File: src/hw/rtl/fit_policy_block_allocator_defines.svh
// Assertion macros for the fit-policy block allocator.
// Used by fit_policy_block_allocator.sv; expects clk and rst_n in scope.
`ifndef FIT_POLICY_BLOCK_ALLOCATOR_DEFINES_SVH
`define FIT_POLICY_BLOCK_ALLOCATOR_DEFINES_SVH

// Same-cycle implication, disabled during reset
`define FPBA_ASSERT_IMP(lbl, ante, cons, msg) \
    lbl: assert property (@(posedge clk) disable iff (!rst_n) (ante) |-> (cons)) \
        else $error(msg);

// Next-cycle implication, disabled during reset
`define FPBA_ASSERT_NXT(lbl, ante, cons, msg) \
    lbl: assert property (@(posedge clk) disable iff (!rst_n) (ante) |=> (cons)) \
        else $error(msg);

`endif

File: src/hw/rtl/fpba_pkg.sv
// Shared constants for the fit-policy block allocator.
// No dependencies; imported by fit_policy_block_allocator.
`default_nettype none

package fpba_pkg;

    // Table geometry
    localparam int MAX_BLOCKS   = 64;
    localparam int IDX_W        = $clog2(MAX_BLOCKS);
    localparam int CNT_W        = $clog2(MAX_BLOCKS + 1);
    localparam int ADDR_W       = 32;
    localparam int SIZE_W       = 24;
    localparam int ENT_W        = ADDR_W + SIZE_W;
    localparam int OUT_IDX_W    = 6;
    localparam int STATUS_W     = 3;
    localparam int POLICY_W     = 2;
    localparam int CFG_IDX_W    = 1;

    localparam logic [ADDR_W-1:0] HEADER_BYTES = 32'd32;
    localparam logic [ADDR_W-1:0] HEAP_LIMIT_RESET = 32'd1048576;

    // Operation codes
    localparam logic MODE_ALLOC = 1'b0;
    localparam logic MODE_FREE  = 1'b1;

    // Fit policies
    localparam logic [POLICY_W-1:0] POL_FIRST = 2'd0;
    localparam logic [POLICY_W-1:0] POL_BEST  = 2'd1;
    localparam logic [POLICY_W-1:0] POL_WORST = 2'd2;
    localparam logic [POLICY_W-1:0] POL_NEXT  = 2'd3;

    // Result status codes
    localparam logic [STATUS_W-1:0] ST_OK        = 3'd0;
    localparam logic [STATUS_W-1:0] ST_ZERO_SIZE = 3'd1;
    localparam logic [STATUS_W-1:0] ST_NO_MEM    = 3'd2;
    localparam logic [STATUS_W-1:0] ST_BAD_FREE  = 3'd3;
    localparam logic [STATUS_W-1:0] ST_NULL_FREE = 3'd4;

    // Configuration register indexes
    localparam logic [CFG_IDX_W-1:0] CFG_FIT_POLICY = 1'd0;
    localparam logic [CFG_IDX_W-1:0] CFG_HEAP_LIMIT = 1'd1;

endpackage

`default_nettype wire

File: src/hw/rtl/fpba_ram.sv
// Generic single-port-write, single-port-read RAM with registered read.
// No dependencies.
`default_nettype none

module fpba_ram #(
    parameter int WIDTH = 8,
    parameter int DEPTH = 16
) (
    input  wire logic                     clk,
    input  wire logic                     we,
    input  wire logic [$clog2(DEPTH)-1:0] waddr,
    input  wire logic [WIDTH-1:0]         wdata,
    input  wire logic [$clog2(DEPTH)-1:0] raddr,
    output logic      [WIDTH-1:0]         rdata
);

    logic [WIDTH-1:0] mem [DEPTH];

    // Write port and registered read port
    always_ff @(posedge clk)
    begin
        if (we)
        begin
            mem[waddr] <= wdata;
        end
        rdata <= mem[raddr];
    end

endmodule

`default_nettype wire

File: src/hw/rtl/fit_policy_block_allocator.sv
// Top level of the fit-policy heap block allocator.
// Depends on fpba_pkg, fpba_ram and fit_policy_block_allocator_defines.svh.
`default_nettype none
`include "fit_policy_block_allocator_defines.svh"

// An item is taken when start is high and busy is low. Allocates with a
// zero or oversized request and frees of a null address answer on the next
// cycle. Every other item walks the block table through its RAM read port,
// one entry per cycle, then passes through S_DRAIN and S_FINISH before its
// answer; with an empty table there is nothing to walk and it goes straight
// to S_FINISH. The result shows for one cycle with done high and cannot be
// held off; busy drops in that same cycle, so the next item may be started
// right away. The user must make configuration writes only while busy is
// low; the block itself does not enforce this.
module fit_policy_block_allocator (
    input  wire logic                              clk,
    input  wire logic                              rst_n,
    input  wire logic                              cfg_we,
    input  wire logic [fpba_pkg::CFG_IDX_W-1:0]    cfg_index,
    input  wire logic [31:0]                       cfg_data,
    input  wire logic                              start,
    output logic                                   busy,
    input  wire logic                              mode,
    input  wire logic [fpba_pkg::SIZE_W-1:0]       req_size,
    input  wire logic [fpba_pkg::ADDR_W-1:0]       free_addr,
    output logic                                   done,
    output logic      [fpba_pkg::STATUS_W-1:0]     status,
    output logic      [fpba_pkg::OUT_IDX_W-1:0]    block_index,
    output logic      [fpba_pkg::ADDR_W-1:0]       data_addr,
    output logic      [fpba_pkg::SIZE_W-1:0]       block_size,
    output logic                                   reused
);

    import fpba_pkg::*;

    localparam logic [1:0] S_IDLE   = 2'd0;
    localparam logic [1:0] S_SCAN   = 2'd1;
    localparam logic [1:0] S_DRAIN  = 2'd2;
    localparam logic [1:0] S_FINISH = 2'd3;

    // Control and state registers
    logic [1:0]            state_reg,   state_next;
    logic [POLICY_W-1:0]   policy_reg,  policy_next;
    logic [ADDR_W-1:0]     limit_reg,   limit_next;
    logic [MAX_BLOCKS-1:0] free_reg,    free_next;
    logic [CNT_W-1:0]      count_reg,   count_next;
    logic [ADDR_W-1:0]     heap_reg,    heap_next;
    logic [IDX_W-1:0]      rover_reg,   rover_next;
    logic [IDX_W-1:0]      k_reg,       k_next;
    logic [IDX_W-1:0]      iss_reg,     iss_next;
    logic                  ev_vld_reg,  ev_vld_next;
    logic [IDX_W-1:0]      ev_idx_reg,  ev_idx_next;
    logic                  found_reg,   found_next;
    logic                  done_reg,    done_next;

    // Payload registers
    logic                  op_reg,      op_next;
    logic [SIZE_W-1:0]     size_reg,    size_next;
    logic [ADDR_W-1:0]     faddr_reg,   faddr_next;
    logic [IDX_W-1:0]      pk_idx_reg,  pk_idx_next;
    logic [SIZE_W-1:0]     pk_size_reg, pk_size_next;
    logic [ADDR_W-1:0]     pk_start_reg, pk_start_next;
    logic                  pk_free_reg, pk_free_next;
    logic [STATUS_W-1:0]   status_reg,  status_next;
    logic [OUT_IDX_W-1:0]  bidx_reg,    bidx_next;
    logic [ADDR_W-1:0]     daddr_reg,   daddr_next;
    logic [SIZE_W-1:0]     bsize_reg,   bsize_next;
    logic                  reused_reg,  reused_next;

    // Table RAM: {start, size} per entry
    logic                  ram_we;
    logic [IDX_W-1:0]      ram_waddr;
    logic [ENT_W-1:0]      ram_wdata;
    logic [ENT_W-1:0]      ram_rdata;
    logic [ADDR_W-1:0]     rd_start;
    logic [SIZE_W-1:0]     rd_size;

    logic                  accept;
    logic [SIZE_W:0]       rnd_size;
    logic [IDX_W-1:0]      scan_first;
    logic                  fit;
    logic                  take;
    logic                  match;
    logic [ADDR_W+1:0]     need;
    logic                  no_room;

    fpba_ram #(
        .WIDTH (ENT_W),
        .DEPTH (MAX_BLOCKS)
    ) u_table (
        .clk   (clk),
        .we    (ram_we),
        .waddr (ram_waddr),
        .wdata (ram_wdata),
        .raddr (k_reg),
        .rdata (ram_rdata)
    );

    assign rd_start = ram_rdata[ENT_W-1:SIZE_W];
    assign rd_size  = ram_rdata[SIZE_W-1:0];

    assign accept   = start && (state_reg == S_IDLE);
    assign rnd_size = ({1'b0, req_size} + (SIZE_W+1)'(3)) & ~(SIZE_W+1)'(3);

    // Next fit starts at the rover when it points inside the table
    assign scan_first = (policy_reg == POL_NEXT && {1'b0, rover_reg} < count_reg)
                        ? rover_reg : '0;

    // Evaluation of the entry returned by the RAM
    assign fit   = free_reg[ev_idx_reg] && (rd_size >= size_reg);
    assign take  = fit && (!found_reg
                   || (policy_reg == POL_BEST  && rd_size < pk_size_reg)
                   || (policy_reg == POL_WORST && rd_size > pk_size_reg));
    assign match = ({1'b0, rd_start} + {1'b0, HEADER_BYTES}) == {1'b0, faddr_reg};

    // Growth check, computed without wrap
    assign need    = {2'b00, heap_reg} + {2'b00, HEADER_BYTES}
                     + {{(ADDR_W+2-SIZE_W){1'b0}}, size_reg};
    assign no_room = (count_reg >= CNT_W'(MAX_BLOCKS)) || (need > {2'b00, limit_reg});

    // Sequencer and datapath next state
    always_comb
    begin
        state_next    = state_reg;
        policy_next   = policy_reg;
        limit_next    = limit_reg;
        free_next     = free_reg;
        count_next    = count_reg;
        heap_next     = heap_reg;
        rover_next    = rover_reg;
        k_next        = k_reg;
        iss_next      = iss_reg;
        ev_vld_next   = 1'b0;
        ev_idx_next   = k_reg;
        found_next    = found_reg;
        done_next     = 1'b0;
        op_next       = op_reg;
        size_next     = size_reg;
        faddr_next    = faddr_reg;
        pk_idx_next   = pk_idx_reg;
        pk_size_next  = pk_size_reg;
        pk_start_next = pk_start_reg;
        pk_free_next  = pk_free_reg;
        status_next   = status_reg;
        bidx_next     = bidx_reg;
        daddr_next    = daddr_reg;
        bsize_next    = bsize_reg;
        reused_next   = reused_reg;
        ram_we        = 1'b0;
        ram_waddr     = count_reg[IDX_W-1:0];
        ram_wdata     = {heap_reg, size_reg};

        // Configuration writes
        if (cfg_we)
        begin
            if (cfg_index == CFG_FIT_POLICY)
            begin
                policy_next = cfg_data[POLICY_W-1:0];
            end
            else if (cfg_index == CFG_HEAP_LIMIT)
            begin
                limit_next = cfg_data;
            end
        end

        // Pick or match update from the entry under evaluation
        if (ev_vld_reg)
        begin
            if (op_reg == MODE_ALLOC)
            begin
                if (take)
                begin
                    found_next    = 1'b1;
                    pk_idx_next   = ev_idx_reg;
                    pk_size_next  = rd_size;
                    pk_start_next = rd_start;
                end
            end
            else if (match && !found_reg)
            begin
                found_next   = 1'b1;
                pk_idx_next  = ev_idx_reg;
                pk_size_next = rd_size;
                pk_free_next = free_reg[ev_idx_reg];
            end
        end

        case (state_reg)
            S_IDLE:
            begin
                if (accept)
                begin
                    op_next    = mode;
                    size_next  = rnd_size[SIZE_W-1:0];
                    faddr_next = free_addr;
                    found_next = 1'b0;
                    k_next     = scan_first;
                    iss_next   = '0;
                    status_next = ST_OK;
                    bidx_next   = '0;
                    daddr_next  = '0;
                    bsize_next  = '0;
                    reused_next = 1'b0;
                    if (mode == MODE_ALLOC && req_size == '0)
                    begin
                        status_next = ST_ZERO_SIZE;
                        done_next   = 1'b1;
                    end
                    else if (mode == MODE_ALLOC && rnd_size[SIZE_W])
                    begin
                        status_next = ST_NO_MEM;
                        done_next   = 1'b1;
                    end
                    else if (mode == MODE_FREE && free_addr == '0)
                    begin
                        status_next = ST_NULL_FREE;
                        done_next   = 1'b1;
                    end
                    else if (count_reg == '0)
                    begin
                        state_next = S_FINISH;
                    end
                    else
                    begin
                        state_next = S_SCAN;
                    end
                end
            end

            S_SCAN:
            begin
                // Issue one read per cycle in scan order, wrapping at the count
                ev_vld_next = 1'b1;
                ev_idx_next = k_reg;
                iss_next    = iss_reg + 1'b1;
                if ({1'b0, k_reg} + 1'b1 == count_reg)
                begin
                    k_next = '0;
                end
                else
                begin
                    k_next = k_reg + 1'b1;
                end
                if ({1'b0, iss_reg} == CNT_W'(count_reg - 1'b1))
                begin
                    state_next = S_DRAIN;
                end
            end

            S_DRAIN:
            begin
                state_next = S_FINISH;
            end

            S_FINISH:
            begin
                state_next = S_IDLE;
                done_next  = 1'b1;
                if (op_reg == MODE_ALLOC)
                begin
                    if (found_reg)
                    begin
                        free_next[pk_idx_reg] = 1'b0;
                        rover_next  = pk_idx_reg;
                        status_next = ST_OK;
                        bidx_next   = OUT_IDX_W'(pk_idx_reg);
                        daddr_next  = pk_start_reg + HEADER_BYTES;
                        bsize_next  = pk_size_reg;
                        reused_next = 1'b1;
                    end
                    else if (no_room)
                    begin
                        status_next = ST_NO_MEM;
                    end
                    else
                    begin
                        // Append a new block at the top of the heap
                        ram_we      = 1'b1;
                        free_next[count_reg[IDX_W-1:0]] = 1'b0;
                        count_next  = count_reg + 1'b1;
                        heap_next   = need[ADDR_W-1:0];
                        rover_next  = count_reg[IDX_W-1:0];
                        status_next = ST_OK;
                        bidx_next   = OUT_IDX_W'(count_reg[IDX_W-1:0]);
                        daddr_next  = heap_reg + HEADER_BYTES;
                        bsize_next  = size_reg;
                        reused_next = 1'b0;
                    end
                end
                else if (found_reg && !pk_free_reg)
                begin
                    free_next[pk_idx_reg] = 1'b1;
                    status_next = ST_OK;
                    bidx_next   = OUT_IDX_W'(pk_idx_reg);
                    daddr_next  = faddr_reg;
                    bsize_next  = pk_size_reg;
                end
                else
                begin
                    status_next = ST_BAD_FREE;
                end
            end

            default:
            begin
                state_next = S_IDLE;
            end
        endcase
    end

    // Control registers
    always_ff @(posedge clk or negedge rst_n)
    begin
        if (!rst_n)
        begin
            state_reg  <= S_IDLE;
            policy_reg <= POL_FIRST;
            limit_reg  <= HEAP_LIMIT_RESET;
            free_reg   <= '0;
            count_reg  <= '0;
            heap_reg   <= '0;
            rover_reg  <= '0;
            k_reg      <= '0;
            iss_reg    <= '0;
            ev_vld_reg <= 1'b0;
            ev_idx_reg <= '0;
            found_reg  <= 1'b0;
            done_reg   <= 1'b0;
        end
        else
        begin
            state_reg  <= state_next;
            policy_reg <= policy_next;
            limit_reg  <= limit_next;
            free_reg   <= free_next;
            count_reg  <= count_next;
            heap_reg   <= heap_next;
            rover_reg  <= rover_next;
            k_reg      <= k_next;
            iss_reg    <= iss_next;
            ev_vld_reg <= ev_vld_next;
            ev_idx_reg <= ev_idx_next;
            found_reg  <= found_next;
            done_reg   <= done_next;
        end
    end

    // Payload registers
    always_ff @(posedge clk)
    begin
        op_reg       <= op_next;
        size_reg     <= size_next;
        faddr_reg    <= faddr_next;
        pk_idx_reg   <= pk_idx_next;
        pk_size_reg  <= pk_size_next;
        pk_start_reg <= pk_start_next;
        pk_free_reg  <= pk_free_next;
        status_reg   <= status_next;
        bidx_reg     <= bidx_next;
        daddr_reg    <= daddr_next;
        bsize_reg    <= bsize_next;
        reused_reg   <= reused_next;
    end

    assign busy        = (state_reg != S_IDLE);
    assign done        = done_reg;
    assign status      = status_reg;
    assign block_index = bidx_reg;
    assign data_addr   = daddr_reg;
    assign block_size  = bsize_reg;
    assign reused      = reused_reg;

    // Checks
    `FPBA_ASSERT_IMP(a_done_idle, done, !busy, "result beat while sequencer busy")
    `FPBA_ASSERT_NXT(a_accept_resp, accept, busy || done, "accepted item left no trace")
    `FPBA_ASSERT_IMP(a_err_zero, done && status != ST_OK,
        block_index == '0 && data_addr == '0 && block_size == '0 && !reused,
        "error result carries nonzero fields")
    `FPBA_ASSERT_IMP(a_count_max, 1'b1, count_reg <= CNT_W'(MAX_BLOCKS),
        "entry count beyond table depth")
    `FPBA_ASSERT_IMP(a_scan_bound, state_reg == S_SCAN, {1'b0, iss_reg} < count_reg,
        "scan ran past the entry count")

endmodule

`default_nettype wire
File: config.mk
export PLATFORM = sky130hd
export DESIGN_NAME = fit_policy_block_allocator
export DESIGN_NICKNAME = d
export VERILOG_FILES = /design/src/hw/rtl/fpba_pkg.sv /design/src/hw/rtl/fpba_ram.sv /design/src/hw/rtl/fit_policy_block_allocator.sv
export VERILOG_INCLUDE_DIRS = /design/src /design/src/hw/rtl
export SDC_FILE = /design/constraint.sdc
export NUM_CORES = 2
export LEC_CHECK = 0
export BUFFER_PORTS_ARGS = -buffer_cell sky130_fd_sc_hd__buf_2
export CAP_MARGIN = 10
export CORE_ASPECT_RATIO = 1.1
export CORE_UTILIZATION = 68
export DETAILED_ROUTE_END_ITERATION = 6
export PLACE_DENSITY_LB_ADDON = 0.25
export SLEW_MARGIN = 0
export SYNTH_ARGS = -nofsm -noshare
export SYNTH_HDL_FRONTEND = slang
export SYNTH_SLANG_ARGS = --single-unit
File: constraint.sdc
create_clock -name clk -period 17.2 [get_ports clk]
set_input_delay 4.3 -clock clk [delete_from_list [all_inputs] [get_ports clk]]
set_output_delay 4.3 -clock clk [all_outputs]
set_load 0.03 [all_outputs]
Word-level counts from Yosys, hierarchy flattened --
Memories as Yosys holds them, arrays and structs flattened. A register that Yosys moved wholly into a read port is not among the register bits. Cells that the tools add are included.
Storage, ports and cells: register bits after elaboration 406, memory bits (writable) 3456, input bits 94, memories kept 1
Memories:
- u_table.mem | words 64, width 54, rd ports 1, clocked after Yosys merged registers in 1, wr ports 1, line fpba_ram.sv:17 | logic [WIDTH-1:0] mem [DEPTH];
Cells by class: add/subtract/negate cells 11, $lt $le $gt $ge 11, eq/ne operators 22, multiplexer cells 78, bitwise logic cells 10, reductions and logical operators 40
Operators with widths (number):
- two-way mux 64 bit | 4
- two-way mux 24 bit | 8
- two-way mux 32 bit | 5
- AND 64 bit | 2
- inverter 64 bit | 2
- adder 32 x 6 -> 33 bit (second input constant) | 2
- two-way mux 6 bit | 11
- adder 32 x 6 -> 32 bit (second input constant) | 2
- OR 64 bit | 1
- case mux 32 bit (2 select lines) | 1
- case mux 24 bit (2 select lines) | 1
- case mux 6 bit (2 select lines) | 3
- adder 33 x 24 -> 34 bit | 1
- greater-than comparator 34 x 32 -> 1 bit | 1
- equality test 33 x 32 -> 1 bit | 1
- logical NOT 32 bit | 1
- adder 24 x 2 -> 25 bit (second input constant) | 1
- greater-or-equal comparator 24 bit | 1
- greater-than comparator 24 bit | 1
- logical NOT 24 bit | 1
- less-than comparator 24 bit | 1
- two-way mux 1 bit | 24
- less-than comparator 6 x 7 -> 1 bit (second input constant) | 3
- two-way mux 2 bit | 9
- other kinds (32) | 85

Longest topological paths before layout --
depth in word-level cells 10, mapped depth 23, gate-level depth less buffers 21

By module --
From an unflattened synthesis, not the netlist that was laid out.
Second synthesis, totals: cell total of the unflattened synthesis 7736, area, all modules 156980.6 µm²
Modules (own cells, without submodules):
- fpba_ram | instances 1, cells an instance 5750, area an instance 136497.2 µm², seq. area each 108744.3 µm²
- fit_policy_block_allocator | instances 1, cells an instance 1986, area an instance 20483.4 µm², seq. area each 9630.5 µm²

Worst setup path before layout --
OpenSTA, ideal clock, no wires.
kind register -> register, from register size_reg[3], to memory u_table.mem[11][0] (netlist bit) (enable), setup time 526 ps, arrival time 9431 ps, required time 16674 ps, path slack 7243 ps, stages on the path, launching flop included 22, buffers on the path 2, clock period less this slack 9957 ps, path through edfxtp_1 > ha_1 > ha_1 > fa_1 > a211oi_1 > o21bai_1 > a2111o_1 > o2bb2ai_1 > nor2b_1 > o22ai_2 > nor2_1 > xor2_1 > ha_1 > a211oi_2 > o21bai_1 > a2111oi_2 > o2111ai_1 > o21a_1 > or4_1 > buf_2 > buf_2 > nor3_1
Between the ends: longest elaborated chain between the ends 9
RTL lines:
- start, declared | line fit_policy_block_allocator.sv:58 | logic [SIZE_W-1:0] size_reg, size_next;
- start signal, assigned | line fit_policy_block_allocator.sv:352 | size_reg <= size_next;
- adder 33 x 24 -> 34 bit | line fit_policy_block_allocator.sv:118 | + {{(ADDR_W+2-SIZE_W){1'b0}}, size_reg};
- via need[27] | line fit_policy_block_allocator.sv:84 | logic [ADDR_W+1:0] need;
- greater-than comparator 34 x 32 -> 1 bit | line fit_policy_block_allocator.sv:119 | assign no_room = (count_reg >= CNT_W'(MAX_BLOCKS)) || (need > {2'b00, limit_reg});
- logical OR 1 bit | line fit_policy_block_allocator.sv:119
- two-way mux 1 bit | line fit_policy_block_allocator.sv:271 | else if (no_room)
- two-way mux 1 bit | line fit_policy_block_allocator.sv:261 | if (found_reg)
- two-way mux 1 bit | line fit_policy_block_allocator.sv:259 | if (op_reg == MODE_ALLOC)
- two-way mux 1 bit | line fit_policy_block_allocator.sv:188 | case (state_reg)
- two-way mux 1 bit | line fpba_ram.sv:22 | if (we)
- two-way mux 1 bit (implied by the code) | line fpba_ram.sv:24 | mem[waddr] <= wdata;
- end, declared | line fpba_ram.sv:17
The timed path passes the listed nets, and every way through them passes these cells.

Final worst setup path --
from register size_reg[5], to memory u_table.mem[10][18] (netlist bit) (enable)
The elaborated chain is that of the path after synthesis.

==> results_tabular.tex <==
\begin{tabular}{lr}
\hline
Metric & Value \\
\hline
\multicolumn{2}{l}{\textbf{Floorplan}} \\
\quad Top-Level Pins & 162 \\
\quad Die Area & 219000 um2 \\
\quad Horizontal die dimension & 446 um \\
\quad Placeable core area & 216000 um2 \\
\quad Row count & 179 \\
\quad Initial cell density of the core & 68.4\% \\
\quad Vert. Die Dim & 491 um \\
\multicolumn{2}{l}{\textbf{Cells and area}} \\
\quad Most frequent standard cell in the layout excluding fill and tap cells & sky130\_fd\_sc\_hd\_\_edfxtp\_1 \\
\quad Final net count & 8005 \\
\quad Commonest cells after routing, fill and taps aside & sky130\_fd\_sc\_hd\_\_edfxtp\_1 (3506), sky130\_fd\_sc\_hd\_\_mux4\_2 (796), sky130\_fd\_sc\_hd\_\_mux2i\_1 (408), sky130\_fd\_sc\_hd\_\_clkbuf\_16 (370), sky130\_fd\_sc\_hd\_\_a21oi\_1 (369) \\
\quad Count of non-filler cells in the finished layout & 11000 \\
\quad Final instance area & 164000 um2 \\
\quad Number of filler instances in the final layout & 10800 \\
\quad FF+latch area & 111000 um2 \\
\quad Number of flip-flops under the largest register name & 3328 \\
\quad Fraction of final layout cells sized beyond drive strength 1 & 23.1\% \\
\quad Area of combinational cells with multiple inputs & 35800 um2 \\
\quad Layout area overhead & 11.2\% \\
\multicolumn{2}{l}{\textbf{Synthesis}} \\
\quad Fraction of the mapped netlist area in compound gates & 4.28\% \\
\quad Post-synthesis simple-gate area fraction & 2.25\% \\
\quad Post-synthesis average cell area & 19.8 um2 \\
\quad Main flop type after synthesis & sky130\_fd\_sc\_hd\_\_edfxtp\_1 \\
\quad Largest family of logic cells by synthesized area & multiplexers \\
\quad Summed instance area of the synthesized netlist & 148000 um2 \\
\quad Register bit count reported by yosys & 3722 \\
\quad Number of cells produced by synthesis & 7450 \\
\quad Cell variety after synth & 85 \\
\quad Share of the synthesized netlist area taken by xor and xnor gates & 0.797\% \\
\quad Post-Synth Adder-Cell Area & 1.15\% \\
\quad Count of flip-flops with a built-in enable after synthesis & 3506 \\
\quad Synth warn & 0 \\
\quad Sequential cell area fraction in the yosys report & 74.7\% \\
\quad Fraction of registers with async set/reset & 4.41\% \\
\quad Portion of netlist area occupied by mux cells & 15.4\% \\
\multicolumn{2}{l}{\textbf{Clocking}} \\
\quad CTS sink cnt & 3722 \\
\quad Clock latency of the later-clocked register in the worst-skew pair & 1.02 ns \\
\quad Maximum clock path buffer count & 4 \\
\quad CTS resizes & 0 \\
\quad Clock tree from TritonCTS & built \\
\quad CTS root buf & sky130\_fd\_sc\_hd\_\_clkbuf\_16 \\
\quad \# H-tree levels & 5 \\
\quad Post-CTS setup buffer count & 0 \\
\quad Clock transition at path regs & 0.06 ns \\
\quad Clock buffer count from CTS & 363 \\
\quad CTS Hold Buffers Added & 0 \\
\multicolumn{2}{l}{\textbf{Power and ir drop}} \\
\quad Peak supply drop & 228 uV \\
\quad Lkg Pwr & 0.0534 uW \\
\quad Pwr Density & 169 nW/um2 \\
\quad Power after layout & 27800 uW \\
\multicolumn{2}{l}{\textbf{Critical path}} \\
\quad Critical path required time & 17.76 ns \\
\quad Critical Path Source Type & register \\
\quad Kind of end point of the critical path & register \\
\quad Chain of cells forming the critical path & buf\_4, inv\_1, ha\_1, inv\_1, ha\_1, nand4\_1, a2111oi\_2, and4b\_1, o41ai\_1, nor2b\_1, nand2\_1, xnor2\_1, ha\_1, o21ai\_0, o21bai\_1, a2111oi\_2, o2111ai\_1, o21a\_1, nor4\_4, nand3\_1, nor2\_4, buf\_4 \\
\quad Kind of critical path & reg -> reg \\
\quad Arrival time of the worst setup path & 10.34 ns \\
\quad Most numerous cell on the critical path & sky130\_fd\_sc\_hd\_\_ha\_1 \\
\quad Number of buffer and inverter stages on the critical path & 4 \\
\quad Crit path max-delay family & simple AND/OR/NAND/NOR gates \\
\quad Highest fanout seen on the critical path & 66 \\
\quad Worst path max stage delay & 1.17 ns \\
\quad Slowest cell on the critical path & sky130\_fd\_sc\_hd\_\_nand3\_1 \\
\multicolumn{2}{l}{\textbf{Drt}} \\
\quad Wirelength per Cell & 41.5 um \\
\quad Via count & 84300 \\
\quad Antenna violation net count after detailed routing & 0 \\
\quad Starting DRT DRC Count & 15000 \\
\quad Drt pass-1 iters & 7 \\
\quad Residual DRC count & 0 \\
\quad DR vias/cell & 7.68 \\
\quad Aggregate routed wire length & 456000 um \\
\multicolumn{2}{l}{\textbf{STA}} \\
\quad Setup clock skew after layout & 0.0988 ns \\
\quad Relative max-transition margin & 8.13\% \\
\quad Count of final hold-check violations & 0 \\
\quad Fmax achieved & 102 MHz \\
\quad Total negative slack & 0 ns \\
\quad Least setup slack across all paths after layout & 7.42 ns \\
\quad Max Slew Vio Count & 0 \\
\quad RSZ-0062 raised after global routing & no \\
\quad Transition time at the pin with the least slew margin & 1.38 ns \\
\quad Post-route clock period utilization & 56.9\% \\
\quad Post-layout minimum cycle time & 9.78 ns \\
\quad Final setup vio count & 0 \\
\multicolumn{2}{l}{\textbf{Placement}} \\
\quad Routability cong. & 1.02 \\
\quad Detailed Place HPWL & 255000 um \\
\quad Placed insts & 10300 \\
\quad PortBufs & 159 \\
\quad Worst setup timing slack at the placement stage & 7.76 ns \\
\quad Placement-stage cell area & 153000 um2 \\
\multicolumn{2}{l}{\textbf{Global route}} \\
\quad Vias in the first global route & 81600 \\
\quad GRT Overall Usage & 42.0\% \\
\quad Pin count of the biggest net entering global routing & 117 \\
\quad Final global-route overflow total & 0 \\
\quad Number of antenna violations at the first check in global routing & 53 \\
\quad Wire length of the first global-routing pass & 632000 um \\
\multicolumn{2}{l}{\textbf{Hold path}} \\
\quad Class of the tightest hold or removal check & reg -> reg \\
\multicolumn{2}{l}{\textbf{Status}} \\
\quad Run status & finished clean \\
\multicolumn{2}{l}{\textbf{Flow run}} \\
\quad Number of maximum-capacitance constraint violations & 0 \\
\hline
\end{tabular}
## layout make-up
| cell class | count | area share, % |
|---|---|---|
| antenna | 25 | 0.0381 |
| clock buffer | 470 | 5.97 |
| clock inverter | 177 | 1.04 |
| inverter | 106 | 0.247 |
| multi-input combinational | 3226 | 21.8 |
| sequential | 3722 | 67.2 |
| tap | 2896 | 2.20 |
| timing repair buffer | 357 | 1.49 |
## cells in the mapped netlist, types with 4 or more instances
library cell | count | area (um2)
sky130_fd_sc_hd__edfxtp_1 | 3506 | 105000
sky130_fd_sc_hd__o2111ai_1 | 4 | 35.0
sky130_fd_sc_hd__mux2_2 | 54 | 608
sky130_fd_sc_hd__buf_1 | 86 | 323
sky130_fd_sc_hd__dfrtp_1 | 163 | 4080
sky130_fd_sc_hd__a21oi_1 | 369 | 1850
sky130_fd_sc_hd__dfxtp_1 | 52 | 1040
sky130_fd_sc_hd__o21bai_1 | 9 | 67.6
sky130_fd_sc_hd__ha_1 | 134 | 1680
sky130_fd_sc_hd__o22ai_1 | 194 | 1210
sky130_fd_sc_hd__xnor2_1 | 75 | 657
sky130_fd_sc_hd__o221ai_1 | 184 | 1610
sky130_fd_sc_hd__nor4_1 | 20 | 125
sky130_fd_sc_hd__a31oi_1 | 10 | 62.6
sky130_fd_sc_hd__a32o_1 | 5 | 50.1
sky130_fd_sc_hd__nor3_1 | 36 | 180
sky130_fd_sc_hd__buf_2 | 83 | 415
sky130_fd_sc_hd__a21o_1 | 25 | 188
sky130_fd_sc_hd__nand2_1 | 226 | 848
sky130_fd_sc_hd__clkbuf_1 | 214 | 803
sky130_fd_sc_hd__or3_1 | 13 | 81.3
sky130_fd_sc_hd__mux2_1 | 9 | 101
sky130_fd_sc_hd__nor4_2 | 4 | 50.1
sky130_fd_sc_hd__o21a_1 | 4 | 30.0
sky130_fd_sc_hd__and3_1 | 23 | 144
sky130_fd_sc_hd__a22o_1 | 6 | 52.6
sky130_fd_sc_hd__and4_1 | 6 | 52.6
sky130_fd_sc_hd__mux4_2 | 796 | 17900
sky130_fd_sc_hd__o21ai_0 | 128 | 641
sky130_fd_sc_hd__a211oi_1 | 17 | 128
sky130_fd_sc_hd__inv_1 | 104 | 390
sky130_fd_sc_hd__and2_1 | 15 | 93.8
sky130_fd_sc_hd__nand4_1 | 46 | 288
sky130_fd_sc_hd__nor3b_1 | 6 | 45.0
sky130_fd_sc_hd__xor2_1 | 55 | 482
sky130_fd_sc_hd__or2_2 | 7 | 43.8
sky130_fd_sc_hd__mux2i_1 | 408 | 4080
sky130_fd_sc_hd__nand3b_1 | 13 | 97.6
sky130_fd_sc_hd__nand3_1 | 62 | 310
sky130_fd_sc_hd__buf_4 | 5 | 37.5
sky130_fd_sc_hd__nand2b_1 | 14 | 87.6
sky130_fd_sc_hd__nor2b_1 | 12 | 75.1
sky130_fd_sc_hd__nor3_2 | 4 | 40.0
sky130_fd_sc_hd__buf_6 | 9 | 101
sky130_fd_sc_hd__nor2_1 | 170 | 638
## logic make-up after synthesis
group,after synthesis
buf+inv,503
xor+xnor,132
compound gates,999
mux,1267
flops,3722
other cells,1
fa+ha+maj,135
simple gates,691
## routing by layer
| layer | track usage [%] | wire (um) | up-vias |
|---|---|---|---|
| met2 | 63.7 | 210000 | 8531 |
| met5 | 0 | 198 | - |
| met3 | 13.9 | 69900 | 1502 |
| met4 | 21.4 | 29700 | 30 |
| li1 | - | - | 31500 |
| met1 | 55.1 | 146000 | 42700 |
## power by group
part	switching (uW)	leakage [uW]	internal, uW	total [uW]
logic	5710	0.0134	2760	8470
registers	432	0.0343	11000	11400
clock network	3440	0.00565	4500	7940
total	9580	0.0534	18200	27800
## path summary, 6_finish.rpt
| check | from | to | slack [ns] | cells after the start |
|---|---|---|---|---|
| max in group asynchronous | rst_n | count_reg[3] | 11.81 | 3 |
| worst max-delay path | size_reg[5] | u_table.mem[10][18] | 7.42 | 22 |
| min in group asynchronous | rst_n | limit_reg[11] | 3.25 | 1 |
| worst min-delay path | u_table.rdata[2] | pk_size_reg[2] | 0.42 | 0 |
| worst min register to register | u_table.rdata[2] | pk_size_reg[2] | 0.42 | 0 |
| worst max register to register | size_reg[5] | u_table.mem[10][18] | 7.42 | 22 |
## per-stage QoR
stage / util [%] / hold WS (ns)
after floorplan: - / 0.352
after global placement: 70.7 / 0.413
after detailed placement: 70.7 / 0.415
after CTS: 76.0 / 0.425
after global routing: 76.0 / 0.431
final: 76.0 / 0.425
## worst reg2reg max path, stage by stage (launching register included)
cell and delay [ns]:
sky130_fd_sc_hd__edfxtp_1 0.32, sky130_fd_sc_hd__buf_4 0.63, sky130_fd_sc_hd__inv_1 0.27, sky130_fd_sc_hd__ha_1 0.34, sky130_fd_sc_hd__inv_1 0.04, sky130_fd_sc_hd__ha_1 0.35, sky130_fd_sc_hd__nand4_1 0.17, sky130_fd_sc_hd__a2111oi_2 0.55
sky130_fd_sc_hd__and4b_1 0.30, sky130_fd_sc_hd__o41ai_1 0.57, sky130_fd_sc_hd__nor2b_1 0.32, sky130_fd_sc_hd__nand2_1 0.11, sky130_fd_sc_hd__xnor2_1 0.19, sky130_fd_sc_hd__ha_1 0.34, sky130_fd_sc_hd__o21ai_0 0.17, sky130_fd_sc_hd__o21bai_1 0.14
sky130_fd_sc_hd__a2111oi_2 0.30, sky130_fd_sc_hd__o2111ai_1 0.16, sky130_fd_sc_hd__o21a_1 0.30, sky130_fd_sc_hd__nor4_4 1.03, sky130_fd_sc_hd__nand3_1 1.18, sky130_fd_sc_hd__nor2_4 0.96, sky130_fd_sc_hd__buf_4 0.62
Note: power is estimated with default switching activity, not from simulation.
